==> src/rtl/cudp_pkg.sv <==
// Types and codes of the CAN-over-UDP datagram parser.
// Used by every module of the block; depends on nothing.
package cudp_pkg;

    localparam logic [1:0] KIND_START = 2'd0;
    localparam logic [1:0] KIND_DATA  = 2'd1;
    localparam logic [1:0] KIND_DROP  = 2'd2;
    localparam logic [1:0] KIND_DONE  = 2'd3;

    localparam logic [3:0] ST_OK         = 4'd0;
    localparam logic [3:0] ST_SHORT      = 4'd1;
    localparam logic [3:0] ST_BAD_MAGIC  = 4'd2;
    localparam logic [3:0] ST_DECL_LONG  = 4'd3;
    localparam logic [3:0] ST_CUT        = 4'd4;
    localparam logic [3:0] ST_LEFTOVER   = 4'd5;
    localparam logic [3:0] ST_BAD_IFACE  = 4'd6;
    localparam logic [3:0] ST_IFACE_DOWN = 4'd7;
    localparam logic [3:0] ST_SIZE_ERR   = 4'd8;

    localparam logic [31:0] MAGIC_WORD     = 32'h4332_4547;
    localparam logic [15:0] CAN_CHUNK_TYPE = 16'hc0fe;
    localparam int          HEADER_BYTES   = 16;
    localparam int          CHUNK_HDR      = 4;
    localparam int          MAX_PAYLOAD    = 64;

    localparam logic [0:0] REG_UP_MASK = 1'b0;

    typedef struct packed {
        logic [1:0]  kind;
        logic [31:0] frame_id;
        logic        interface_index;
        logic [6:0]  payload_length;
        logic [7:0]  fd_flags;
        logic [31:0] stamp_seconds;
        logic [31:0] stamp_nanoseconds;
        logic [7:0]  payload_byte;
        logic [3:0]  status;
        logic        sequence_gap;
        logic        last_of_frame;
    } result_t;

    // Results caused by one byte: one, or two when two is set.
    typedef struct packed {
        logic    two;
        result_t r0;
        result_t r1;
    } pair_t;

endpackage

==> src/rtl/cudp_front.sv <==
// Front end: parses one datagram byte per cycle while input is accepted and forms its results.
// Depends on cudp_pkg.
module cudp_front #(
    parameter int MAX_DATAGRAM    = 1500,
    parameter int INTERFACE_COUNT = 2
) (
    input  logic            aclk,
    input  logic            aresetn,
    input  logic            in_accept,
    input  logic [7:0]      rx_byte,
    input  logic [10:0]     datagram_length,
    input  logic [1:0]      up_mask,
    output logic            push,
    output cudp_pkg::pair_t push_pair
);
    import cudp_pkg::*;

    logic [10:0] bp_reg, bp_next;
    logic [31:0] hs_reg, hs_next;
    logic [15:0] last_seq_reg, last_seq_next;
    logic [2:0]  st_reg, st_next;
    logic [15:0] cp_reg, cp_next;
    logic [15:0] csize_reg, csize_next;
    logic [15:0] ctype_reg, ctype_next;
    logic [63:0] f0_reg, f0_next;
    logic [63:0] f1_reg, f1_next;
    logic        dropped_reg, dropped_next;
    logic        gap_reg, gap_next;

    logic [10:0] len_eff, rem;
    logic        ending, chunk_hit, is_can;
    logic [16:0] cp_inc;
    logic [15:0] off;
    logic [7:0]  idx, plen;
    result_t     chunk_res, done_res;

    always_comb begin
        bp_next = bp_reg; hs_next = hs_reg; last_seq_next = last_seq_reg;
        st_next = st_reg; cp_next = cp_reg; csize_next = csize_reg;
        ctype_next = ctype_reg; f0_next = f0_reg; f1_next = f1_reg;
        dropped_next = dropped_reg; gap_next = gap_reg;
        chunk_hit = 1'b0; chunk_res = '0; done_res = '0;
        idx = f1_reg[31:24]; plen = f1_reg[15:8];
        is_can = (ctype_reg == CAN_CHUNK_TYPE);
        off = cp_reg - 16'(CHUNK_HDR);
        cp_inc = {1'b0, cp_reg} + 17'd1;

        len_eff = datagram_length;
        if (len_eff == 11'd0) len_eff = 11'd1;
        if (32'(len_eff) > MAX_DATAGRAM) len_eff = 11'(MAX_DATAGRAM);
        ending = ({1'b0, bp_reg} + 12'd1) >= {1'b0, len_eff};
        rem = (len_eff > bp_reg) ? len_eff - bp_reg : 11'd0;

        if (32'(bp_reg) < HEADER_BYTES) begin
            hs_next = {hs_reg[23:0], rx_byte};
            if (bp_reg == 11'd3 && hs_next != MAGIC_WORD && 32'(len_eff) >= HEADER_BYTES)
                st_next = 3'(ST_BAD_MAGIC);
            if (32'(bp_reg) == HEADER_BYTES - 1 && st_next == 3'(ST_OK)) begin
                if (hs_next[15:0] > {5'd0, len_eff}) begin
                    st_next = 3'(ST_DECL_LONG);
                end else begin
                    gap_next = (hs_next[31:16] != last_seq_reg + 16'd1);
                    last_seq_next = hs_next[31:16];
                end
            end
        end else if (st_reg == 3'(ST_OK)) begin
            if (cp_reg == 16'd0 && rem <= 11'd4) begin
                st_next = 3'(ST_LEFTOVER);
            end else if (32'(cp_reg) < CHUNK_HDR) begin
                hs_next = {hs_reg[23:0], rx_byte};
                cp_next = cp_inc[15:0];
                if (32'(cp_next) == CHUNK_HDR) begin
                    csize_next = hs_next[31:16];
                    ctype_next = hs_next[15:0];
                    f0_next = '0; f1_next = '0; dropped_next = 1'b0;
                    if (rem != 11'd0 && csize_next > {5'd0, rem - 11'd1}) begin
                        st_next = 3'(ST_CUT);
                    end else if (csize_next == 16'd0) begin
                        if (ctype_next == CAN_CHUNK_TYPE) begin
                            chunk_hit = 1'b1;
                            chunk_res.kind = KIND_DROP;
                            chunk_res.status = ST_SIZE_ERR;
                            dropped_next = 1'b1;
                        end
                        cp_next = 16'd0;
                    end
                end
            end else begin
                if (is_can) begin
                    if (off < 16'd8) begin
                        f0_next = {f0_reg[55:0], rx_byte};
                    end else if (32'(off) < HEADER_BYTES) begin
                        f1_next = {f1_reg[55:0], rx_byte};
                        if (32'(off) == HEADER_BYTES - 1) begin
                            idx = f1_next[31:24];
                            plen = f1_next[15:8];
                            chunk_hit = 1'b1;
                            if (32'(idx) >= INTERFACE_COUNT) begin
                                chunk_res.kind = KIND_DROP;
                                chunk_res.status = ST_BAD_IFACE;
                                dropped_next = 1'b1;
                            end else if (idx >= 8'd2 || !up_mask[idx[0]]) begin
                                chunk_res.kind = KIND_DROP;
                                chunk_res.status = ST_IFACE_DOWN;
                                dropped_next = 1'b1;
                            end else if (32'(plen) > MAX_PAYLOAD ||
                                         {8'd0, plen} + 16'(HEADER_BYTES) != csize_reg) begin
                                chunk_res.kind = KIND_DROP;
                                chunk_res.status = ST_SIZE_ERR;
                                dropped_next = 1'b1;
                            end else begin
                                chunk_res.kind = KIND_START;
                                chunk_res.frame_id = f1_next[63:32];
                                chunk_res.interface_index = idx[0];
                                chunk_res.payload_length = plen[6:0];
                                chunk_res.fd_flags = f1_next[7:0];
                                chunk_res.stamp_seconds = f0_reg[63:32];
                                chunk_res.stamp_nanoseconds = f0_reg[31:0];
                                chunk_res.last_of_frame = (plen == 8'd0);
                            end
                        end
                    end else if (!dropped_reg) begin
                        chunk_hit = 1'b1;
                        chunk_res.kind = KIND_DATA;
                        chunk_res.payload_byte = rx_byte;
                        chunk_res.last_of_frame = ({1'b0, off} + 17'd1) == {1'b0, csize_reg};
                    end
                end
                cp_next = cp_inc[15:0];
                if (cp_inc - 17'(CHUNK_HDR) >= {1'b0, csize_reg}) begin
                    // Chunk too short to hold a CAN fixed part: drop at its end.
                    if (is_can && 32'(csize_reg) < HEADER_BYTES) begin
                        chunk_hit = 1'b1;
                        chunk_res = '0;
                        chunk_res.kind = KIND_DROP;
                        chunk_res.status = ST_SIZE_ERR;
                        dropped_next = 1'b1;
                    end
                    cp_next = 16'd0;
                end
            end
        end

        done_res.kind = KIND_DONE;
        done_res.status = (32'(bp_reg) < HEADER_BYTES - 1) ? ST_SHORT : {1'b0, st_next};
        done_res.sequence_gap = (done_res.status == ST_OK) && gap_next;

        if (ending) begin
            bp_next = 11'd0; st_next = 3'(ST_OK); cp_next = 16'd0;
            dropped_next = 1'b0; gap_next = 1'b0;
        end else begin
            bp_next = bp_reg + 11'd1;
        end

        push_pair = '0;
        if (chunk_hit) begin
            push_pair.r0 = chunk_res;
            push_pair.r1 = done_res;
            push_pair.two = ending;
        end else begin
            push_pair.r0 = done_res;
        end
        push = in_accept && (chunk_hit || ending);
    end

    always_ff @(posedge aclk) begin
        if (!aresetn) begin
            bp_reg <= '0; hs_reg <= '0; last_seq_reg <= '0; st_reg <= '0;
            cp_reg <= '0; csize_reg <= '0; ctype_reg <= '0; f0_reg <= '0;
            f1_reg <= '0; dropped_reg <= 1'b0; gap_reg <= 1'b0;
        end else if (in_accept) begin
            bp_reg <= bp_next; hs_reg <= hs_next; last_seq_reg <= last_seq_next;
            st_reg <= st_next; cp_reg <= cp_next; csize_reg <= csize_next;
            ctype_reg <= ctype_next; f0_reg <= f0_next; f1_reg <= f1_next;
            dropped_reg <= dropped_next; gap_reg <= gap_next;
        end
    end
endmodule

==> src/rtl/cudp_queue.sv <==
// Four-entry queue of result pairs between front end and output stage.
// Depends on cudp_pkg.
module cudp_queue (
    input  logic            aclk,
    input  logic            aresetn,
    input  logic            push,
    input  cudp_pkg::pair_t push_pair,
    output logic            full,
    input  logic            pop,
    output logic            empty,
    output cudp_pkg::pair_t head_pair
);
    import cudp_pkg::*;

    pair_t       mem_reg [4];
    logic [1:0]  wr_reg, rd_reg;
    logic [2:0]  count_reg;

    assign full      = (count_reg == 3'd4);
    assign empty     = (count_reg == 3'd0);
    assign head_pair = mem_reg[rd_reg];

    always_ff @(posedge aclk) begin
        if (push) mem_reg[wr_reg] <= push_pair;
    end

    always_ff @(posedge aclk) begin
        if (!aresetn) begin
            wr_reg <= '0; rd_reg <= '0; count_reg <= '0;
        end else begin
            if (push) wr_reg <= wr_reg + 2'd1;
            if (pop) rd_reg <= rd_reg + 2'd1;
            count_reg <= count_reg + {2'd0, push} - {2'd0, pop};
        end
    end
endmodule

==> src/rtl/cudp_back.sv <==
// Output stage: splits queued pairs into single results on a register.
// Depends on cudp_pkg.
module cudp_back (
    input  logic              aclk,
    input  logic              aresetn,
    input  logic              empty,
    input  cudp_pkg::pair_t   head_pair,
    output logic              pop,
    output logic              out_valid,
    input  logic              out_ready,
    output cudp_pkg::result_t out_res
);
    import cudp_pkg::*;

    logic    valid_reg, valid_next;
    logic    sub_reg, sub_next;
    result_t res_reg, res_next;
    logic    load;

    assign out_valid = valid_reg;
    assign out_res   = res_reg;

    always_comb begin
        load = !valid_reg || out_ready;
        valid_next = valid_reg; sub_next = sub_reg; res_next = res_reg; pop = 1'b0;
        if (load) begin
            valid_next = !empty;
            if (!empty) begin
                if (!sub_reg) begin
                    res_next = head_pair.r0;
                    sub_next = head_pair.two;
                    pop = !head_pair.two;
                end else begin
                    res_next = head_pair.r1;
                    sub_next = 1'b0;
                    pop = 1'b1;
                end
            end
        end
    end

    always_ff @(posedge aclk) begin
        if (!aresetn) begin
            valid_reg <= 1'b0; sub_reg <= 1'b0;
        end else begin
            valid_reg <= valid_next; sub_reg <= sub_next;
        end
    end

    always_ff @(posedge aclk) begin
        res_reg <= res_next;
    end
endmodule

==> src/rtl/can_over_udp_datagram_parser.sv <==
// CAN-over-UDP datagram parser: top level with the register port.
// Depends on cudp_pkg, cudp_front, cudp_queue and cudp_back.
//
// Usage:
//   The s_ stream carries one datagram byte per request with the datagram's
//   total length; the m_ stream returns results: frame starts, frame data
//   bytes, chunk drops and one datagram-done result per datagram.
//   kind travels in m_tuser, last_of_frame in m_tlast.
// Flow:
//   One byte is taken every cycle while the queue is not full. A result
//   reaches m_ through the queue and the output register. A byte that
//   causes two results gives them on the output one after the other; the
//   four-entry queue absorbs that, and s_tready falls only while it is full.
// Reset:
//   aresetn low clears parser state, queue and output; the interface
//   mask returns to both interfaces up. No clearing pass is needed.
// Stall:
//   While m_tready is low the output register holds, the queue fills and
//   then s_tready drops; nothing is lost.
// Registers: interface_up_mask at byte address 0, written over APB by the user only while idle; not enforced.
module can_over_udp_datagram_parser #(
    parameter int MAX_DATAGRAM    = 1500,
    parameter int INTERFACE_COUNT = 2
) (
    input  logic         aclk,
    input  logic         aresetn,
    input  logic         s_tvalid,
    output logic         s_tready,
    input  logic [23:0]  s_tdata,   // rx_byte[7:0], datagram_length[18:8], zero
    output logic         m_tvalid,
    input  logic         m_tready,
    // frame_id[31:0], interface_index[32], payload_length[39:33], fd_flags[47:40],
    // stamp_seconds[79:48], stamp_nanoseconds[111:80], payload_byte[119:112],
    // status[123:120], sequence_gap[124], zero
    output logic [127:0] m_tdata,
    output logic [1:0]   m_tuser,   // kind[1:0]
    output logic         m_tlast,
    input  logic         psel,
    input  logic         penable,
    input  logic         pwrite,
    input  logic [0:0]   paddr,
    input  logic [31:0]  pwdata,
    output logic [31:0]  prdata,
    output logic         pready
);
    import cudp_pkg::*;

    logic [1:0] mask_reg;
    logic       accept, push, full, empty, pop, out_valid;
    pair_t      push_pair, head_pair;
    result_t    out_res;

    assign pready = 1'b1;
    assign prdata = (paddr == REG_UP_MASK) ? {30'd0, mask_reg} : 32'd0;

    // Take register writes in the access phase.
    always_ff @(posedge aclk) begin
        if (!aresetn) begin
            mask_reg <= 2'd3;
        end else if (psel && penable && pwrite && pready && paddr == REG_UP_MASK) begin
            mask_reg <= pwdata[1:0];
        end
    end

    // Hold off input only while the queue is full.
    assign s_tready = !full;
    assign accept   = s_tvalid && s_tready;

    cudp_front #(
        .MAX_DATAGRAM    (MAX_DATAGRAM),
        .INTERFACE_COUNT (INTERFACE_COUNT)
    ) u_front (
        .aclk            (aclk),
        .aresetn         (aresetn),
        .in_accept       (accept),
        .rx_byte         (s_tdata[7:0]),
        .datagram_length (s_tdata[18:8]),
        .up_mask         (mask_reg),
        .push            (push),
        .push_pair       (push_pair)
    );

    cudp_queue u_queue (
        .aclk      (aclk),
        .aresetn   (aresetn),
        .push      (push),
        .push_pair (push_pair),
        .full      (full),
        .pop       (pop),
        .empty     (empty),
        .head_pair (head_pair)
    );

    cudp_back u_back (
        .aclk      (aclk),
        .aresetn   (aresetn),
        .empty     (empty),
        .head_pair (head_pair),
        .pop       (pop),
        .out_valid (out_valid),
        .out_ready (m_tready),
        .out_res   (out_res)
    );

    assign m_tvalid = out_valid;
    assign m_tuser  = out_res.kind;
    assign m_tlast  = out_res.last_of_frame;
    assign m_tdata  = {3'd0, out_res.sequence_gap, out_res.status, out_res.payload_byte,
                       out_res.stamp_nanoseconds, out_res.stamp_seconds, out_res.fd_flags,
                       out_res.payload_length, out_res.interface_index, out_res.frame_id};
endmodule

==> config.mk <==
export PLATFORM = sky130hd
export DESIGN_NAME = can_over_udp_datagram_parser
export DESIGN_NICKNAME = d
export VERILOG_FILES = /design/src/rtl/cudp_pkg.sv /design/src/rtl/cudp_front.sv /design/src/rtl/cudp_queue.sv /design/src/rtl/cudp_back.sv /design/src/rtl/can_over_udp_datagram_parser.sv
export SDC_FILE = /design/constraint.sdc
export NUM_CORES = 1
export LEC_CHECK = 0
export ABC_AREA = 1
export BUFFER_PORTS_ARGS = -buffer_cell sky130_fd_sc_hd__buf_2
export CORE_MARGIN = 2
export CORE_UTILIZATION = 50
export DETAILED_ROUTE_END_ITERATION = 16
export PLACE_DENSITY = 0.72
export SYNTH_ARGS = -nofsm -noshare
export SYNTH_HDL_FRONTEND = slang
export SYNTH_SLANG_ARGS = --single-unit
==> constraint.sdc <==
create_clock -name aclk -period 12.18 [get_ports aclk]
set_input_delay 0 -clock aclk [delete_from_list [all_inputs] [get_ports aclk]]
set_output_delay 0 -clock aclk [all_outputs]
set_load 0.1 [all_outputs]
=== After elaboration in Yosys (flattened, before gate mapping) ===
Memory sizes are Yosys's and may differ from the RTL's. A register that Yosys moved wholly into a read port is not among the register bits.
Index checks and enable logic that the tools add are counted.

* Bits in registers: 363
* RAM bits: 1028
* Logic and storage cells: 257
* Memories: 1
* Output and inout bits: 166
* Input bits: 64

{| class="wikitable"
|+ Memory list
! memory !! words !! width !! read ports !! clocked after memory_dff !! write ports !! line !! source
|-
| u_queue.mem_reg || 4 || 257 || 1 || 1 || 1 || cudp_queue.sv:15 || <nowiki>pair_t mem_reg [4];</nowiki>
|}

* $lt $le $gt $ge: 18
* Bitwise operators: 5
* Reductions and logical operators: 44
* Equal/unequal tests: 17
* Add/subtract/negate cells: 14
* Mux-type cells: 130

{| class="wikitable"
|+ Operators with widths
! operator !! number
|-
| $mux 128 || 8
|-
| $mux 112 || 4
|-
| $mux 64 || 4
|-
| $mux 126 || 2
|-
| $mux 56 || 4
|-
| $mux 16 || 9
|-
| $mux 120 || 1
|-
| $mux 114 || 1
|-
| $mux 24 || 4
|-
| $mux 1 || 52
|-
| $mux 11 || 4
|-
| $mux 4 || 10
|-
| $mux 3 || 12
|-
| $add 16x1->17 const B || 2
|-
| $eq 16x16->1 const B || 2
|-
| $gt 16x11->1 || 2
|-
| $logic_not 16->1 || 2
|-
| $lt 16x5->1 const B || 2
|-
| $ne 16x16->1 || 2
|-
| $ne 32x31->1 const B || 1
|-
| $mux 2 || 13
|-
| $eq 17x16->1 || 1
|-
| $ge 17x16->1 || 1
|-
| $sub 17x3->17 const B || 1
|-
| other kinds (47) || 84
|}

=== Longest topological paths before layout ===
* Depth after elaboration: 19
* Depth in mapped cells: 43
* Gate-level depth less buffers: 42

=== Modules after synthesis ===
A second synthesis with hierarchy kept.

* Cell total of the unflattened synthesis: 6216
* Area total of the unflattened synthesis: 63010.4 um2

{| class="wikitable"
|+ By module, submodules not included
! module !! instances !! sequential area each (um2) !! area an instance (um2) !! cells each
|-
| cudp_queue || 1 || 31049.8 || 40536.4 || 3053
|-
| cudp_front || 1 || 4484.3 || 16552.1 || 2552
|-
| cudp_back || 1 || 3883.7 || 5544.1 || 555
|-
| can_over_udp_datagram_parser || 1 || 40.0 || 377.9 || 56
|}

=== Worst setup path before layout ===
No wires, ideal clock.

* Path type: input to register
* Start point: input port s_tdata[17]
* End point: memory u_queue.mem_reg[0][127] (netlist name) (enable)
* Buffers on the path: 2
* Arrival: 9667 ps
* Library setup time: 629 ps
* Required time: 11551 ps
* Cell stages on the path: 37
* Path slack: 1884 ps
* Path through: inv_1 > nand4_1 > o22ai_1 > a31oi_1 > inv_1 > nand2_1 > inv_1 > nor2_1 > inv_1 > ha_1 > buf_2 > a21oi_2 > nand2_2 > nand3_1 > nand3_1 > nand2_1 > inv_2 > buf_4 > nand2_1 > ha_1 > nand2_1 > nor3_1 > nand3_1 > xor2_1 > ha_1 > inv_1 > nor3_1 > nand2_1 > nor4_1 > a31oi_1 > nand2_1 > nand2_1 > a21oi_1 > nand2_1 > nand2_1 > nand2_1 > nor2_1

* Longest elaborated chain between the ends: 19
* Elaborated cells on any way between the ends: 24
* Those cells by class: add/sub (2); order compare (5); mux (11); reduce/logical (6)

{| class="wikitable"
|+ RTL lines
! element !! line !! source
|-
| start: declaration || can_over_udp_datagram_parser.sv:29 || <nowiki>input logic [23:0] s_tdata,</nowiki>
|-
| $logic_not 11->1 || cudp_front.sv:49 || <nowiki>if (len_eff == 11'd0) len_eff = 11'd1;</nowiki>
|-
| $mux 11 (*) || cudp_front.sv:49 ||
|-
| $gt 11x11->1 || cudp_front.sv:50 || <nowiki>if (32'(len_eff) > MAX_DATAGRAM) len_eff = 11'(MAX_DATAGRAM);</nowiki>
|-
| $mux 11 (*) || cudp_front.sv:50 ||
|-
| $sub 11x11->11 or $gt 11x11->1 (tied branches) || cudp_front.sv:52 || <nowiki>rem = (len_eff > bp_reg) ? len_eff - bp_reg : 11'd0;</nowiki>
|-
| $mux 11 || cudp_front.sv:52 ||
|-
| $sub 11x1->11 || cudp_front.sv:76 || <nowiki>if (rem != 11'd0 && csize_next > {5'd0, rem - 11'd1}) begin</nowiki>
|-
| $gt 16x11->1 || cudp_front.sv:76 ||
|-
| [3 not listed] || n/a ||
|-
| $mux 1 || cudp_front.sv:69 || <nowiki>end else if (32'(cp_reg) < CHUNK_HDR) begin</nowiki>
|-
| $mux 1 || cudp_front.sv:67 || <nowiki>if (cp_reg == 16'd0 && rem <= 11'd4) begin</nowiki>
|-
| $mux 1 || cudp_front.sv:66 || <nowiki>end else if (st_reg == 3'(ST_OK)) begin</nowiki>
|-
| $mux 1 || cudp_front.sv:54 || <nowiki>if (32'(bp_reg) < HEADER_BYTES) begin</nowiki>
|-
| $logic_or 1x1->1 (*) || cudp_front.sv:163 || <nowiki>push = in_accept && (chunk_hit || ending);</nowiki>
|-
| $logic_and 1x1->1 (*) || cudp_front.sv:163 ||
|-
| $mux 1 (*) || cudp_queue.sv:24 || <nowiki>if (push) mem_reg[wr_reg] <= push_pair;</nowiki>
|-
| $mux 1 (not written as such) (*) || cudp_queue.sv:24 ||
|-
| end: declaration || cudp_queue.sv:15 ||
|}

Mark *: on every way between the ends. The rest lies on a longest branch, timed or not.

==> parameters.txt <==
Parameter                              Value

Run status
  Outcome ... complete, no violations

Synthesis
  Post-synthesis instance area ... 40600 um^2
  Combinational family with the most area after synthesis ... simple AND/OR/NAND/NOR gates
  Post-synthesis share of cell area spent on full adders, half adders and majority gates ... 0.0253
  Synthesized area divided by synthesized cell count ... 9.85 um^2
  Synth warn ... 0
  Flip-flop and latch count after synthesis ... 901
  Predominant post-synthesis flop cell ... sky130_fd_sc_hd__edfxtp_1
  Xor and xnor fraction of the mapped netlist area ... 0.0179
  Gate Count Post-Synth ... 4122
  Portion of netlist area occupied by mux cells ... 0
  Share of flip-flops with an asynchronous set or reset after synthesis ... 0
  Share of synthesized cell area in and, or, nand and nor gates ... 0.179
  Sequential element share of the synthesized area ... 0.608
  Number of synthesized flops with an enable pin ... 664
  Number of distinct library cell variants in the gate-level netlist after synthesis ... 56
  Fraction of the mapped netlist area in compound gates ... 0.111

Clocking
  Total number of clock tree sinks ... 901
  Clock root buffer master ... sky130_fd_sc_hd__clkbuf_16
  Buffers from clock root to sink, at most ... 3
  Cts repair resizes ... 0
  Post-CTS Hold Fix Bufs ... 22
  TritonCTS clock tree ... done
  Buffers inserted during post-CTS setup optimization ... 0
  Clock Latency Late Sink ... 0.69 ns
  Number of H-tree levels ... 3
  CTS clock-pin slew for the worst setup and hold paths ... 0.06 ns
  Number of clock buffers inserted by TritonCTS ... 92

STA
  Minimum clock period ... 6.53 ns
  Fin crit share ... 0.536
  RSZ-0062 raised after global routing ... false
  Transition at the pin with the smallest max-transition slack ... 1.18 ns
  Setup Skew ... 0.0594 ns
  Number of hold-slack violations in the final timing report ... 0
  Aggregate negative setup slack ... 0 ns
  Final count of negative-setup-slack endpoints ... 0
  Count of final max-slew check failures ... 0
  Max Fclk ... 153 MHz
  Worst relative slew slack ... 0.212

Place
  Detail Placement HPWL ... 58600 um
  Routability Congestion ... 0.927
  IO buf count ... 160
  Inst Count DP ... 5166

Critical path
  Maximum fanout count along the critical path ... 40
  Classification of the worst setup path ... primary input to flop
  Count of cells along the worst register-to-register path ... 26
  Worst path arrival time ... 6.96 ns
  Dominant cell type by count on the critical path ... sky130_fd_sc_hd__nand2_1
  Required time of the worst setup path ... 12.61 ns
  Nature of the critical path endpoint ... flop
  Slowest stage cell, crit path ... sky130_fd_sc_hd__nand4_4
  Worst Setup Start Kind ... primary input
  Crit path largest cell delay ... 0.72 ns

Run
  Max Cap Viol ... 0

Detailed routing
  Number of iterations in the first detailed-routing pass ... 6
  Drt drc ... 0
  Wire length after detailed routing ... 98300 um
  First DRT Iteration DRCs ... 3013
  Avg Vias per Cell ... 5.49
  DR WL/cell ... 18.3 um
  Number of vias after detailed routing ... 29437
  Count of antenna-violating nets left after detailed routing ... 0

Layout
  Max FFs per register ... 536
  Fin nets ... 4367
  Area growth from synthesis to final layout ... 11.4%
  Combined area of the multi-input logic cells ... 13700 um^2
  Seq. cell area ... 24700 um^2
  Post-layout instance count excluding filler cells ... 5362
  Fill count ... 6793
  Share of cells above drive strength 1 ... 0.111

Floorplanning
  Starting Density ... 0.505
  Placeable core area ... 80400 um^2
  Boundary pin count ... 230
  Num rows ... 104
  Die Wd ... 289 um
  Die footprint ... 83500 um^2
  Height of the die ... 289 um

Min path
  Worst Hold Depth ... 8
  Type of the most critical hold path ... primary input to flop

Pwr
  Standby leakage power ... 17.0 nW
  IR drop worst, VDD ... 0.235 mV
  P per Cell Area ... 222 nW/um^2

Global route
  Via count of the first global-routing pass ... 27329
  GRT Util Overall ... 0.232
  Largest net degree at the start of global routing ... 237
  Global-route wire length before repair ... 152000 um
  Overall overflow remaining after global route ... 0
  Antenna violations before repair ... 0
[cell usage after synthesis (2+ instances only)]
| library cell | instances | area share |
|---|---|---|
| sky130_fd_sc_hd__o22ai_1 | 7 | 0.0011 |
| sky130_fd_sc_hd__edfxtp_1 | 664 | 0.49 |
| sky130_fd_sc_hd__o21bai_1 | 4 | 0.00074 |
| sky130_fd_sc_hd__a221o_1 | 3 | 0.00074 |
| sky130_fd_sc_hd__nand3_2 | 6 | 0.0015 |
| sky130_fd_sc_hd__o21ai_1 | 8 | 0.00099 |
| sky130_fd_sc_hd__o211ai_1 | 3 | 0.00055 |
| sky130_fd_sc_hd__o21ai_0 | 455 | 0.056 |
| sky130_fd_sc_hd__nor3_4 | 2 | 0.00080 |
| sky130_fd_sc_hd__buf_4 | 43 | 0.0079 |
| sky130_fd_sc_hd__nor2_2 | 20 | 0.0031 |
| sky130_fd_sc_hd__nand2_4 | 2 | 0.00055 |
| sky130_fd_sc_hd__nand3b_1 | 8 | 0.0015 |
| sky130_fd_sc_hd__clkbuf_1 | 138 | 0.013 |
| sky130_fd_sc_hd__nand2_1 | 435 | 0.040 |
| sky130_fd_sc_hd__ha_1 | 79 | 0.024 |
| sky130_fd_sc_hd__nor4_1 | 15 | 0.0023 |
| sky130_fd_sc_hd__nand3_1 | 103 | 0.013 |
| sky130_fd_sc_hd__buf_6 | 12 | 0.0033 |
| sky130_fd_sc_hd__nor3b_1 | 32 | 0.0059 |
| sky130_fd_sc_hd__buf_2 | 37 | 0.0046 |
| sky130_fd_sc_hd__a21oi_1 | 344 | 0.042 |
| sky130_fd_sc_hd__a211oi_1 | 24 | 0.0044 |
| sky130_fd_sc_hd__inv_2 | 15 | 0.0014 |
| sky130_fd_sc_hd__buf_1 | 21 | 0.0019 |
| sky130_fd_sc_hd__nand2_2 | 8 | 0.0012 |
| sky130_fd_sc_hd__nor2_4 | 3 | 0.00083 |
| sky130_fd_sc_hd__a21oi_2 | 2 | 0.00043 |
| sky130_fd_sc_hd__nor3_2 | 67 | 0.017 |
| sky130_fd_sc_hd__inv_1 | 288 | 0.027 |
| sky130_fd_sc_hd__nor2_1 | 821 | 0.076 |
| sky130_fd_sc_hd__clkinv_1 | 4 | 0.00037 |
| sky130_fd_sc_hd__nand4_1 | 56 | 0.0086 |
| sky130_fd_sc_hd__dfxtp_1 | 237 | 0.12 |
| sky130_fd_sc_hd__xnor2_1 | 14 | 0.0030 |
| sky130_fd_sc_hd__a31oi_1 | 9 | 0.0014 |
| sky130_fd_sc_hd__a21o_1 | 2 | 0.00037 |
| sky130_fd_sc_hd__fa_1 | 2 | 0.00099 |
| sky130_fd_sc_hd__nor3_1 | 37 | 0.0046 |
| sky130_fd_sc_hd__or2_2 | 9 | 0.0014 |
| sky130_fd_sc_hd__conb_1 | 2 | 0.00018 |
| sky130_fd_sc_hd__xor2_1 | 67 | 0.014 |
[where the power goes]
| part | switching [mW] | internal, mW | total, mW | leakage [nW] |
|---|---|---|---|---|
| sequential | 0.133 | 3.71 | 3.84 | 8.74 |
| combinational | 2.89 | 0.571 | 3.46 | 6.80 |
| clock | 1.20 | 1.53 | 2.73 | 1.46 |
| total | 4.22 | 5.81 | 10.0 | 17.0 |
[path summary, 6_finish.rpt]
path / start / end / slack (ns)
min: s_tdata[12] / u_front.st_reg[2] / 0.15
min reg2reg: u_front.f0_reg[8] / u_front.f0_reg[8] / 0.45
max reg2reg: u_front.bp_reg[9] / u_queue.mem_reg[3][155] / 5.74
max: s_tdata[18] / u_queue.mem_reg[3][155] / 5.65
[area by class of cell]
type / count / area share
sequential: 901 / 0.546
tap: 1060 / 0.0293
clock buffer: 131 / 0.0568
inverter: 307 / 0.0256
timing repair buffer: 213 / 0.0289
multi-input combinational: 2707 / 0.304
clock inverter: 42 / 0.00954
antenna: 1 / 0.0000553
[layout by cell type, fill, tap and decap left out, types with 37 or more instances in the layout]
cell type and instances:
sky130_fd_sc_hd__nand4_1 56, sky130_fd_sc_hd__ha_1 79, sky130_fd_sc_hd__xor2_1 67, sky130_fd_sc_hd__dfxtp_1 234
sky130_fd_sc_hd__nor3_2 67, sky130_fd_sc_hd__edfxtp_1 664, sky130_fd_sc_hd__clkbuf_16 93, sky130_fd_sc_hd__nor3_1 37
sky130_fd_sc_hd__conb_1 46, sky130_fd_sc_hd__nand2_1 434, sky130_fd_sc_hd__inv_1 288, sky130_fd_sc_hd__buf_2 159
sky130_fd_sc_hd__o21ai_0 455, sky130_fd_sc_hd__a21oi_1 343, sky130_fd_sc_hd__nand3_1 103, sky130_fd_sc_hd__nor2_1 817
[per-layer routing]
metal  GRT usage  part of all wire  vias to the layer above
li1            -                 -                    14220
met1       0.327              0.43                    13890
met2       0.370              0.46                     1147
met3      0.0325             0.075                      180
met4      0.0777             0.027                        0
met5           0                 0                        -
[critical path, delay by kind of cell]
| family | cells | cell delay, ns |
|---|---|---|
| xor gates and xnor gates | 1 | 0.16 |
| adders and majority gates | 3 | 0.84 |
| buffers and inverters | 9 | 1.73 |
| AOI/OAI and AO/OA | 3 | 0.38 |
| and+or+nand+nor | 18 | 3.75 |
[logic make-up after synthesis]
family,after synthesis
and+or+nand+nor,1627
DFF,901
AOI/OAI and AO/OA,871
buffers and inverters,558
xor gates and xnor gates,82
adders and majority gates,81
other,2
[through the flow]
stage          cell area [um^2]  hold slack, ns  total power, mW  setup WS [ns]   util
2_1_floorplan             40800           0.130             6.69           1.88      -
3_3_place_gp              42000           0.231             7.33           5.15  0.522
3_5_place_dp              42000           0.225             7.36           5.08  0.522
4_1_cts                   45200           0.114             10.1           5.72  0.563
5_1_grt                   45200           0.184             10.4           4.94  0.563
6_report                  45200           0.151             10.0           5.65  0.563
Note: power is estimated with default switching activity, not from simulation.
